--- config.mk ---
export PLATFORM = sky130hd
export DESIGN_NAME = sorted_linked_table_top
export DESIGN_NICKNAME = d
export VERILOG_FILES = /design/src/rtl/slt_pkg.sv /design/src/rtl/sorted_linked_table_top.sv
export SDC_FILE = /design/constraint.sdc
export NUM_CORES = 2
export LEC_CHECK = 0
export ABC_AREA = 1
export BUFFER_PORTS_ARGS = -buffer_cell sky130_fd_sc_hd__buf_2
export CAP_MARGIN = 10
export CELL_PAD_IN_SITES_DETAIL_PLACEMENT = 0
export CELL_PAD_IN_SITES_GLOBAL_PLACEMENT = 1
export CORE_ASPECT_RATIO = 0.9
export CORE_MARGIN = 2
export CORE_UTILIZATION = 30
export CTS_CLUSTER_DIAMETER = 100
export DETAILED_ROUTE_END_ITERATION = 10
export GPL_ROUTABILITY_DRIVEN = 0
export GPL_TIMING_DRIVEN = 0
export PLACE_DENSITY = 0.59
export SKIP_CTS_REPAIR_TIMING = 1
export SLEW_MARGIN = 20
export SYNTH_ARGS = -nofsm -noshare
export SYNTH_HDL_FRONTEND = slang
export SYNTH_SLANG_ARGS = --single-unit
--- constraint.sdc ---
create_clock -name i_clk -period 16.1 [get_ports i_clk]
set_clock_uncertainty 0.05 [all_clocks]
set_input_delay 1.61 -clock i_clk [delete_from_list [all_inputs] [get_ports i_clk]]
set_output_delay 1.61 -clock i_clk [all_outputs]
set_load 0.01 [all_outputs]
--- src/rtl/slt_pkg.sv ---
// ----------------------------------------------------------------------------
// slt_pkg
// Shared constants and types of the sorted linked table.
// ----------------------------------------------------------------------------
package slt_pkg;

    localparam int Depth      = 32;
    localparam int MaxResults = 32;
    localparam int IdxW       = $clog2(Depth);
    localparam int LinkW      = $clog2(Depth + 1);
    localparam int CntW       = $clog2(Depth + 1);
    localparam int KeyW       = 16;
    localparam int PayW       = 64;

    localparam logic [LinkW-1:0] NullLink = LinkW'(Depth);

    localparam logic [1:0] OpInsert = 2'd0;
    localparam logic [1:0] OpDelete = 2'd1;
    localparam logic [1:0] OpSearch = 2'd2;
    localparam logic [1:0] OpList   = 2'd3;

    localparam logic [1:0] StOk      = 2'd0;
    localparam logic [1:0] StMissing = 2'd1;
    localparam logic [1:0] StFull    = 2'd2;
    localparam logic [1:0] StEmpty   = 2'd3;

    // One result word.
    typedef struct packed {
        logic            last;
        logic [PayW-1:0] payload;
        logic [KeyW-1:0] key;
        logic [1:0]      status;
    } t_result;

endpackage

--- src/rtl/sorted_linked_table_top.sv ---
// ----------------------------------------------------------------------------
// sorted_linked_table_top
// Fixed table of records chained by index in ascending key order.
// ----------------------------------------------------------------------------
// Each command walks the chain through a slot memory with a registered read.
// Every record visited takes a read, then a compare on the word that comes
// back. A search or delete ends on a hit or a miss, and a delete that has to
// relink a predecessor reads it back first; an insert stops on a larger key
// or runs off the end of the chain; a full or empty table gives a single
// answer word; a list gives one word per record.
// Back-pressure on the result side stalls a list and the final word. Only one command
// is in flight at a time, and a new command is taken only when the result
// register is empty or its word leaves in the same cycle. The used bits sit
// in flip-flops cleared at reset, so no clearing pass is needed.
module sorted_linked_table_top
    import slt_pkg::*;
(
    input  logic         i_clk,
    input  logic         i_rst_n,
    input  logic         s_axis_tvalid,
    output logic         s_axis_tready,
    // op[1:0], key[17:2], payload[81:18], zero fill to 88 bits
    input  logic [87:0]  s_axis_tdata,
    output logic         m_axis_tvalid,
    input  logic         m_axis_tready,
    // status[1:0], rec_key[17:2], rec_payload[81:18], zero fill to 88 bits
    output logic [87:0]  m_axis_tdata,
    output logic         m_axis_tlast
);

    localparam logic [2:0] SIdle = 3'd0;
    localparam logic [2:0] SRead = 3'd1;
    localparam logic [2:0] SChk  = 3'd2;
    localparam logic [2:0] SLink = 3'd3;
    localparam logic [2:0] SOut  = 3'd4;

    // Slot memory: key, payload, link in one word.
    localparam int MemW = KeyW + PayW + LinkW;
    logic [MemW-1:0] mem [Depth];
    logic [MemW-1:0] r_rd;
    logic [IdxW-1:0] rd_addr;
    logic            rd_en;
    logic            wr_en;
    logic [IdxW-1:0] wr_addr;
    logic [MemW-1:0] wr_data;

    always_ff @(posedge i_clk) begin
        if (wr_en) begin
            mem[wr_addr] <= wr_data;
        end
        if (rd_en) begin
            r_rd <= mem[rd_addr];
        end
    end

    logic [KeyW-1:0]  rd_key;
    logic [PayW-1:0]  rd_pay;
    logic [LinkW-1:0] rd_link;
    assign rd_key  = r_rd[KeyW-1:0];
    assign rd_pay  = r_rd[KeyW+PayW-1:KeyW];
    assign rd_link = r_rd[MemW-1:KeyW+PayW];

    logic [2:0]       r_state, n_state;
    logic [Depth-1:0] r_used, n_used;
    logic [LinkW-1:0] r_head, n_head;
    logic [CntW-1:0]  r_count, n_count;
    logic [1:0]       r_op, n_op;
    logic [KeyW-1:0]  r_key, n_key;
    logic [PayW-1:0]  r_pay, n_pay;
    logic [LinkW-1:0] r_cur, n_cur;
    logic [LinkW-1:0] r_prev, n_prev;
    logic [CntW-1:0]  r_n, n_n;
    logic [IdxW-1:0]  r_free, n_free;
    logic             r_ovalid, n_ovalid;
    t_result          r_res, n_res;

    // Lowest free slot.
    logic [IdxW-1:0] free_idx;
    logic            free_any;
    always_comb begin
        free_idx = '0;
        free_any = 1'b0;
        for (int i = Depth - 1; i >= 0; i--) begin
            if (!r_used[i]) begin
                free_idx = IdxW'(i);
                free_any = 1'b1;
            end
        end
    end

    logic out_free;
    assign out_free      = !r_ovalid || m_axis_tready;
    assign s_axis_tready = (r_state == SIdle) && out_free;

    logic [CntW-1:0] lim;
    assign lim = (r_count < CntW'(MaxResults)) ? r_count : CntW'(MaxResults);

    always_comb begin
        n_state  = r_state;
        n_used   = r_used;
        n_head   = r_head;
        n_count  = r_count;
        n_op     = r_op;
        n_key    = r_key;
        n_pay    = r_pay;
        n_cur    = r_cur;
        n_prev   = r_prev;
        n_n      = r_n;
        n_free   = r_free;
        n_res    = r_res;
        n_ovalid = r_ovalid && !m_axis_tready;
        rd_en    = 1'b0;
        rd_addr  = r_cur[IdxW-1:0];
        wr_en    = 1'b0;
        wr_addr  = r_free;
        wr_data  = {r_head, r_pay, r_key};

        unique case (r_state)
            SIdle: begin
                if (s_axis_tvalid && s_axis_tready) begin
                    n_op   = s_axis_tdata[1:0];
                    n_key  = s_axis_tdata[17:2];
                    n_pay  = s_axis_tdata[81:18];
                    n_cur  = r_head;
                    n_prev = NullLink;
                    n_n    = '0;
                    n_free = free_idx;
                    n_state = SRead;
                end
            end
            SRead: begin
                // Decide whether to read the next slot or finish.
                priority if (r_op == OpInsert && (!free_any || r_count >= CntW'(Depth)))
                begin
                    n_res   = '{last: 1'b1, payload: '0, key: r_key, status: StFull};
                    n_state = SOut;
                end else if (r_op != OpInsert && r_count == '0) begin
                    n_res   = '{last: 1'b1, payload: '0,
                                key: (r_op == OpList) ? '0 : r_key, status: StEmpty};
                    n_state = SOut;
                end else if ((r_op == OpList ? r_n < lim : r_n < r_count)
                             && r_cur < NullLink) begin
                    rd_en   = 1'b1;
                    n_state = SChk;
                end else if (r_op == OpInsert) begin
                    n_state = SLink;
                end else begin
                    n_res   = '{last: 1'b1, payload: '0, key: r_key, status: StMissing};
                    n_state = SOut;
                end
            end
            SChk: begin
                unique case (r_op)
                    OpInsert: begin
                        if (rd_key > r_key) begin
                            n_state = SLink;
                        end else begin
                            n_prev  = r_cur;
                            n_cur   = rd_link;
                            n_n     = r_n + 1'b1;
                            n_state = SRead;
                        end
                    end
                    OpList: begin
                        if (out_free) begin
                            n_n      = r_n + 1'b1;
                            n_cur    = rd_link;
                            n_res    = '{last: (r_n + 1'b1 == lim) || rd_link >= NullLink,
                                         payload: rd_pay, key: rd_key, status: StOk};
                            n_ovalid = 1'b1;
                            n_state  = ((r_n + 1'b1 == lim) || rd_link >= NullLink)
                                       ? SIdle : SRead;
                        end
                    end
                    default: begin
                        if (rd_key == r_key) begin
                            n_res   = '{last: 1'b1, payload: rd_pay, key: rd_key,
                                        status: StOk};
                            n_state = SOut;
                            if (r_op == OpDelete) begin
                                n_used[r_cur[IdxW-1:0]] = 1'b0;
                                n_count = r_count - 1'b1;
                                if (r_prev == NullLink || r_count == CntW'(1)) begin
                                    n_head = (r_count == CntW'(1)) ? NullLink : rd_link;
                                end else begin
                                    // Rewrite the predecessor's link: read it back first.
                                    n_cur   = rd_link;
                                    n_state = SLink;
                                end
                            end
                        end else begin
                            n_prev  = r_cur;
                            n_cur   = rd_link;
                            n_n     = r_n + 1'b1;
                            n_state = SRead;
                        end
                    end
                endcase
            end
            SLink: begin
                if (r_op == OpInsert) begin
                    // r_cur is the successor; r_prev gets the new slot.
                    if (r_prev == NullLink) begin
                        wr_en   = 1'b1;
                        wr_addr = r_free;
                        wr_data = {(r_count == '0) ? NullLink : r_head, r_pay, r_key};
                        n_head  = {1'b0, r_free};
                        n_used[r_free] = 1'b1;
                        n_count = r_count + 1'b1;
                        n_res   = '{last: 1'b1, payload: r_pay, key: r_key, status: StOk};
                        n_state = SOut;
                    end else begin
                        // Read the predecessor, then write both slots.
                        rd_en   = 1'b1;
                        rd_addr = r_prev[IdxW-1:0];
                        n_prev  = {1'b1, r_prev[IdxW-1:0]} ;
                        n_state = SOut;
                        n_op    = OpInsert;
                        n_n     = '1;
                    end
                end else begin
                    rd_en   = 1'b1;
                    rd_addr = r_prev[IdxW-1:0];
                    n_n     = '1;
                    n_state = SOut;
                end
            end
            SOut: begin
                if (r_n == '1) begin
                    // Predecessor word is in r_rd: finish the relink.
                    if (r_op == OpInsert) begin
                        wr_en   = 1'b1;
                        wr_addr = r_prev[IdxW-1:0];
                        wr_data = {{1'b0, r_free}, rd_pay, rd_key};
                        n_n     = '0;
                        n_prev  = {1'b0, r_prev[IdxW-1:0]};
                        // Second write: the new slot takes the old link.
                        n_cur   = rd_link;
                        n_state = SLink;
                        n_op    = OpList;
                    end else begin
                        wr_en   = 1'b1;
                        wr_addr = r_prev[IdxW-1:0];
                        wr_data = {r_cur, rd_pay, rd_key};
                        n_n     = '0;
                    end
                end else if (out_free) begin
                    n_ovalid = 1'b1;
                    n_state  = SIdle;
                end
            end
            default: n_state = SIdle;
        endcase

        // Second half of a mid-chain insert, entered as SLink with r_op OpList.
        if (r_state == SLink && r_op == OpList) begin
            rd_en   = 1'b0;
            wr_en   = 1'b1;
            wr_addr = r_free;
            wr_data = {r_cur, r_pay, r_key};
            n_used  = r_used;
            n_used[r_free] = 1'b1;
            n_count = r_count + 1'b1;
            n_res   = '{last: 1'b1, payload: r_pay, key: r_key, status: StOk};
            n_op    = OpInsert;
            n_n     = '0;
            n_state = SOut;
        end
    end

    always_ff @(posedge i_clk) begin
        if (!i_rst_n) begin
            r_state  <= SIdle;
            r_used   <= '0;
            r_head   <= NullLink;
            r_count  <= '0;
            r_ovalid <= 1'b0;
        end else begin
            r_state  <= n_state;
            r_used   <= n_used;
            r_head   <= n_head;
            r_count  <= n_count;
            r_ovalid <= n_ovalid;
        end
        r_op   <= n_op;
        r_key  <= n_key;
        r_pay  <= n_pay;
        r_cur  <= n_cur;
        r_prev <= n_prev;
        r_n    <= n_n;
        r_free <= n_free;
        r_res  <= n_res;
    end

    assign m_axis_tvalid = r_ovalid;
    assign m_axis_tdata  = {6'd0, r_res.payload, r_res.key, r_res.status};
    assign m_axis_tlast  = r_res.last;

endmodule

After elaboration in Yosys (flattened, before gate mapping)
Memories as Yosys holds them, arrays and structs flattened. A register that Yosys moved wholly into a read port is not among the register bits.
Cells that the tools add are included.
- reduce and logical (&&, ||, !) cells: 46
- bitwise gates (word level): 6
- equality and inequality tests: 48
- $add $sub $neg: 3
- multiplexer cells: 185
- $lt $le $gt $ge: 11
- operator list (operator ; number):
    $mux 83 ; 8
    $mux 86 ; 5
    $pmux 83 s3 ; 1
    $mux 6 ; 37
    $mux 32 ; 6
    $pmux 86 s2 ; 1
    $pmux 83 s2 ; 1
    $mux 5 ; 22
    $mux 82 ; 1
    $pmux 32 s2 ; 1
    $pmux 6 s2 ; 5
    $mux 1 ; 52
    $mux 3 ; 17
    $pmux 6 s4 ; 2
    $ne 3x3->1 const B ; 11
    $and 32x32->32 ; 1
    $mux 4 ; 8
    $not 32->32 ; 1
    $or 32x32->32 ; 1
    $reduce_and 8->1 ; 4
    $ne 4x4->1 const B ; 7
    $ne 2x2->1 const B ; 11
    $reduce_and 7->1 ; 3
    $ne 5x5->1 const B ; 4
    44 further kinds ; 89
- logic and storage cells: 322
- bits in writable memories: 2752
- output and inout bits: 91
- memories: 1
- input bits: 92
- register bits: 236
- memory list (memory ; depth ; bits a word ; rd ports ; clocked after memory_dff ; wr ports ; RTL line ; source):
    mem ; 32 ; 86 ; 1 ; 1 ; 1 ; sorted_linked_table_top.sv:39 ; logic [MemW-1:0] mem [Depth];

Longest topological paths before layout
- depth in word-level cells: 38
- gate-level depth with buffers: 31
- mapped depth without buffers: 31

Least setup slack after synthesis
OpenSTA, ideal clock, no wires.
- kind: input to register
- from: input m_axis_tready
- to: register r_res (netlist bit m_axis_tdata[10]), enable pin
- library setup time: 0.617 ns
- stages on the path: 6
- data arrival time: 7.421 ns
- path buffers: 0
- data required time: 15.433 ns
- path slack: 8.011 ns
- path through: nor2_1 -> inv_1 -> nor2_1 -> a21oi_1 -> nand3b_1 -> nor3_1
- word-level cells in the longest chain between the ends: 3
- ends and longest elaborated chain (what ; RTL line ; source):
    start, declared ; sorted_linked_table_top.sv:25 ; input logic m_axis_tready,
    $logic_or 1x1->1 ; sorted_linked_table_top.sv:92 ; assign out_free = !r_ovalid || m_axis_tready;
    $ne 4x4->1 (no source line) ; n/a ;
    $reduce_and 8->1 (no source line) ; n/a ;
    end signal, assigned ; sorted_linked_table_top.sv:292 ; r_res <= n_res;
    end, declared ; sorted_linked_table_top.sv:75 ; t_result r_res, n_res;
No other way between the ends.
A chain may end at the register's enable or synchronous reset.

Worst setup path after layout
- from: register r_state[1]
- to: memory mem[1][53] (netlist bit), enable pin
- word-level cells in the longest chain between the ends: 5
- ends and longest elaborated chain (what ; RTL line ; source):
    start, declared ; sorted_linked_table_top.sv:63 ; logic [2:0] r_state, n_state;
    start signal, assigned ; sorted_linked_table_top.sv:273 ; r_state <= SIdle;
    start signal, assigned ; sorted_linked_table_top.sv:279 ; r_state <= n_state;
    $eq 3x3->1 / $eq 3x2->1 (equally long branches) ; sorted_linked_table_top.sv:118, sorted_linked_table_top.sv:256 ;
    $pmux 1 s2 / $logic_and 1x1->1 (equally long branches) ; sorted_linked_table_top.sv:118, sorted_linked_table_top.sv:256 ;
    $mux 1 ; sorted_linked_table_top.sv:256 ; if (r_state == SLink && r_op == OpList) begin
    $mux 1 ; sorted_linked_table_top.sv:48 ; if (wr_en) begin
    $mux 1 (not written as such) ; sorted_linked_table_top.sv:49 ; mem[wr_addr] <= wr_data;
    end, declared ; sorted_linked_table_top.sv:39 ;
Several ways; a longest one is shown, not always the timed one.

==> impl_metrics.env <==
export IMPL_outcome="finished, final reports clean"
export IMPL_rsz0062_at_grt="false"
export IMPL_path_clk_slew_ps=60
export IMPL_worstMarginPinSlew_ps=1230
export IMPL_core_mm2=0.403
export IMPL_grt_max_degree=33
export IMPL_p_int_uw=16800
export IMPL_cellPowerDensity_mw_per_mm2=199
export IMPL_clock_power_share=0.256
export IMPL_drt_total_wl_mm=483
export IMPL_rows=221
export IMPL_htreeDepth=5
export IMPL_max_cap_violations=0
export IMPL_grt_pass1_wl_mm=657
export IMPL_num_io_pins=183
export IMPL_swShare=0.422
export IMPL_start_util=0.302
export IMPL_grt_pass1_vias=81900
export IMPL_p_leak_uw=0.0466
export IMPL_finalNetCount=10300
export IMPL_start_kind="register"
export IMPL_wire_per_inst_um=30.4
export IMPL_io_buffers=169
export IMPL_yosysSeqAreaShare=0.755
export IMPL_place_area_mm2=0.135
export IMPL_antenna_found_initial=50
export IMPL_grtUsageTotal=0.227
export IMPL_drc=0
export IMPL_min_period_over_period=0.390
export IMPL_worstHoldPathType="reg2reg"
export IMPL_async_flop_share=0
export IMPL_cp_end_kind="register"
export IMPL_max_freq_mhz=159
export IMPL_viasPerCell=5.43
export IMPL_hpwl_mm=339
export IMPL_dieArea_mm2=0.410
export IMPL_postRouteAntennaNets=0
export IMPL_finalMaxSlewViolations=0
export IMPL_max_slew_margin_rel=0.177
export IMPL_period_minus_slack_ps=6290
export IMPL_vias=86200
export IMPL_r2r_start="r_state[1]"
export IMPL_drive_above_1_share=0.112
export IMPL_worst_setup_path_type="reg2reg"
export IMPL_synth_main_ff_cell="edfxtp_1"
export IMPL_cts_max_path_buffers=4
export IMPL_required_ps=16690
export IMPL_synth_cell_types=53
export IMPL_cp_max_fo=15
export IMPL_hold_viol=0
export IMPL_combPwrFrac=0.393
export IMPL_startpoint="r_state[1]"
export IMPL_die_w_um=675
export IMPL_fin_area_mm2=0.146
export IMPL_drt_iter0_drc=12200
export IMPL_cts_buffers=323
export IMPL_p_seq_frac=0.350
export IMPL_die_h_um=608
export IMPL_holdWs_ps=410
export IMPL_ys_warn_count=0
export IMPL_cts_tree="yes"
export IMPL_clk_latency_ps=950
export IMPL_setup_violations=0
export IMPL_synthCells=9454
export IMPL_clock_sinks=3074
export IMPL_synth_edff_count=3015
export IMPL_synth_area_per_cell_um2=12.9
export IMPL_tns_ps=0
export IMPL_crit_arrival_ps=6870
export IMPL_root_buffer="clkbuf_16"
export IMPL_vdd_drop_max_mv=0.170
export IMPL_ys_ff_latch=3074
export IMPL_netlist_area_mm2=0.121
export IMPL_first_pass_iters=6
export IMPL_syn2layout_area_growth_pct=19.9
export IMPL_grt_overflow=0
export IMPL_hp_start="m_axis_tlast"
export IMPL_p_switching_uw=12300
[layer usage]
layer,wire length [um],GRT usage
met2,212000,0.342
met5,70,0
met3,51900,0.0551
met1,199000,0.314
met4,20000,0.0918
[flip-flops by register name, summed over array words and instances, names as in the netlist, 2 cells and up]
| name | cells |
|---|---|
| r_count | 6 |
| r_prev | 6 |
| r_key | 16 |
| r_free | 5 |
| r_rd | 86 |
| r_head | 6 |
| r_cur | 6 |
| m_axis_tdata | 82 |
| r_op | 2 |
| mem | 2752 |
| r_n | 6 |
| r_used | 32 |
| r_pay | 64 |
| r_state | 3 |
[cells by family after synthesis]
group | count (synthesis) | share of synthesized area
AO/OA/AOI/OAI | 2937 | 0.133
XOR/XNOR | 7 | 0.000505
adder cells (fa/ha/maj) | 35 | 0.00360
buffers and inverters | 883 | 0.0291
flip-flops | 3074 | 0.755
other | 1 | 0.0000309
AND/OR/NAND/NOR | 2517 | 0.0792
[final timing paths]
path	slack, ps	cells after the start	end
setup / recovery	9810	20	mem[1][53]
hold / removal	410	2	m_axis_tlast
setup reg to reg	9810	20	mem[1][53]
hold reg to reg	410	2	m_axis_tlast
[critical path: stages, from the launching register on]
cell and delay [ps]:
dfxtp_1 420, inv_2 70, nor2_4 130, inv_2 130, nor2_8 220, inv_2 180, nand2_1 270, inv_1 140
nor2_1 140, inv_2 100, nor2_1 370, inv_1 170, clkbuf_2 480, nand3_1 360, nand3_1 710, nor2_4 890
buf_12 260, buf_12 220, buf_16 190, buf_16 180, buf_16 180
[final cells by class]
class	count	area [um2]
flip-flops and latches	3074	91700
plain buffers	648	2730
fillers	38700	257000
clock buffers	409	8570
clock inverters	171	1700
multi-input cells	5502	26900
well taps	5352	6700
repair buffers	424	6390
inverters	235	882
diodes	59	148
[metrics by stage]
| stage | setup slack [ps] | cells | total power (uW) | util |
|---|---|---|---|---|
| floorplan | 8010 | 9459 | 15800 | - |
| global placement | -317 | 15000 | 21200 | 0.320 |
| detailed placement | 9990 | 15200 | 21500 | 0.336 |
| CTS | 9960 | 15800 | 28900 | 0.361 |
| global route | 9640 | 15800 | 30100 | 0.361 |
| finish | 9810 | 15900 | 29100 | 0.362 |
[power groups by stage]
stage | registers (uW) | logic (uW) | clock network (uW)
3_3_place_gp | 10500 | 10700 | 0
2_1_floorplan | 10300 | 5440 | 0
5_1_grt | 10200 | 12100 | 7820
4_1_cts | 10200 | 11200 | 7530
3_5_place_dp | 10300 | 11200 | 0
6_report | 10200 | 11400 | 7450
[cell usage in the layout (no fill, tap or decap), drive strengths merged, types with 12 or more instances in the layout]
cell,count
o22ai,849
o221ai,23
bufinv,25
a22oi,17
nand3,40
inv,234
ha,35
diode,59
nand2,563
clkinv,138
a21oi,59
buf,589
nor3,17
edfxtp,3015
o211ai,12
a31oi,24
o21ai,1908
nor2,1871
clkbuf,892
dfxtp,59
[cells in the mapped netlist (23+ instances only)]
library cell,n,area [um2]
a21oi_1,59,295
a31oi_1,24,150
buf_2,140,701
clkbuf_1,483,1810
dfxtp_1,59,1180
edfxtp_1,3015,90500
ha_1,35,438
inv_1,220,826
nand2_1,562,2110
nand3_1,40,200
nor2_1,1867,7010
o21ai_0,1577,7890
o21ai_1,329,1650
o221ai_1,23,201
o22ai_1,849,5310
Note: power is estimated with default switching activity, not from simulation.
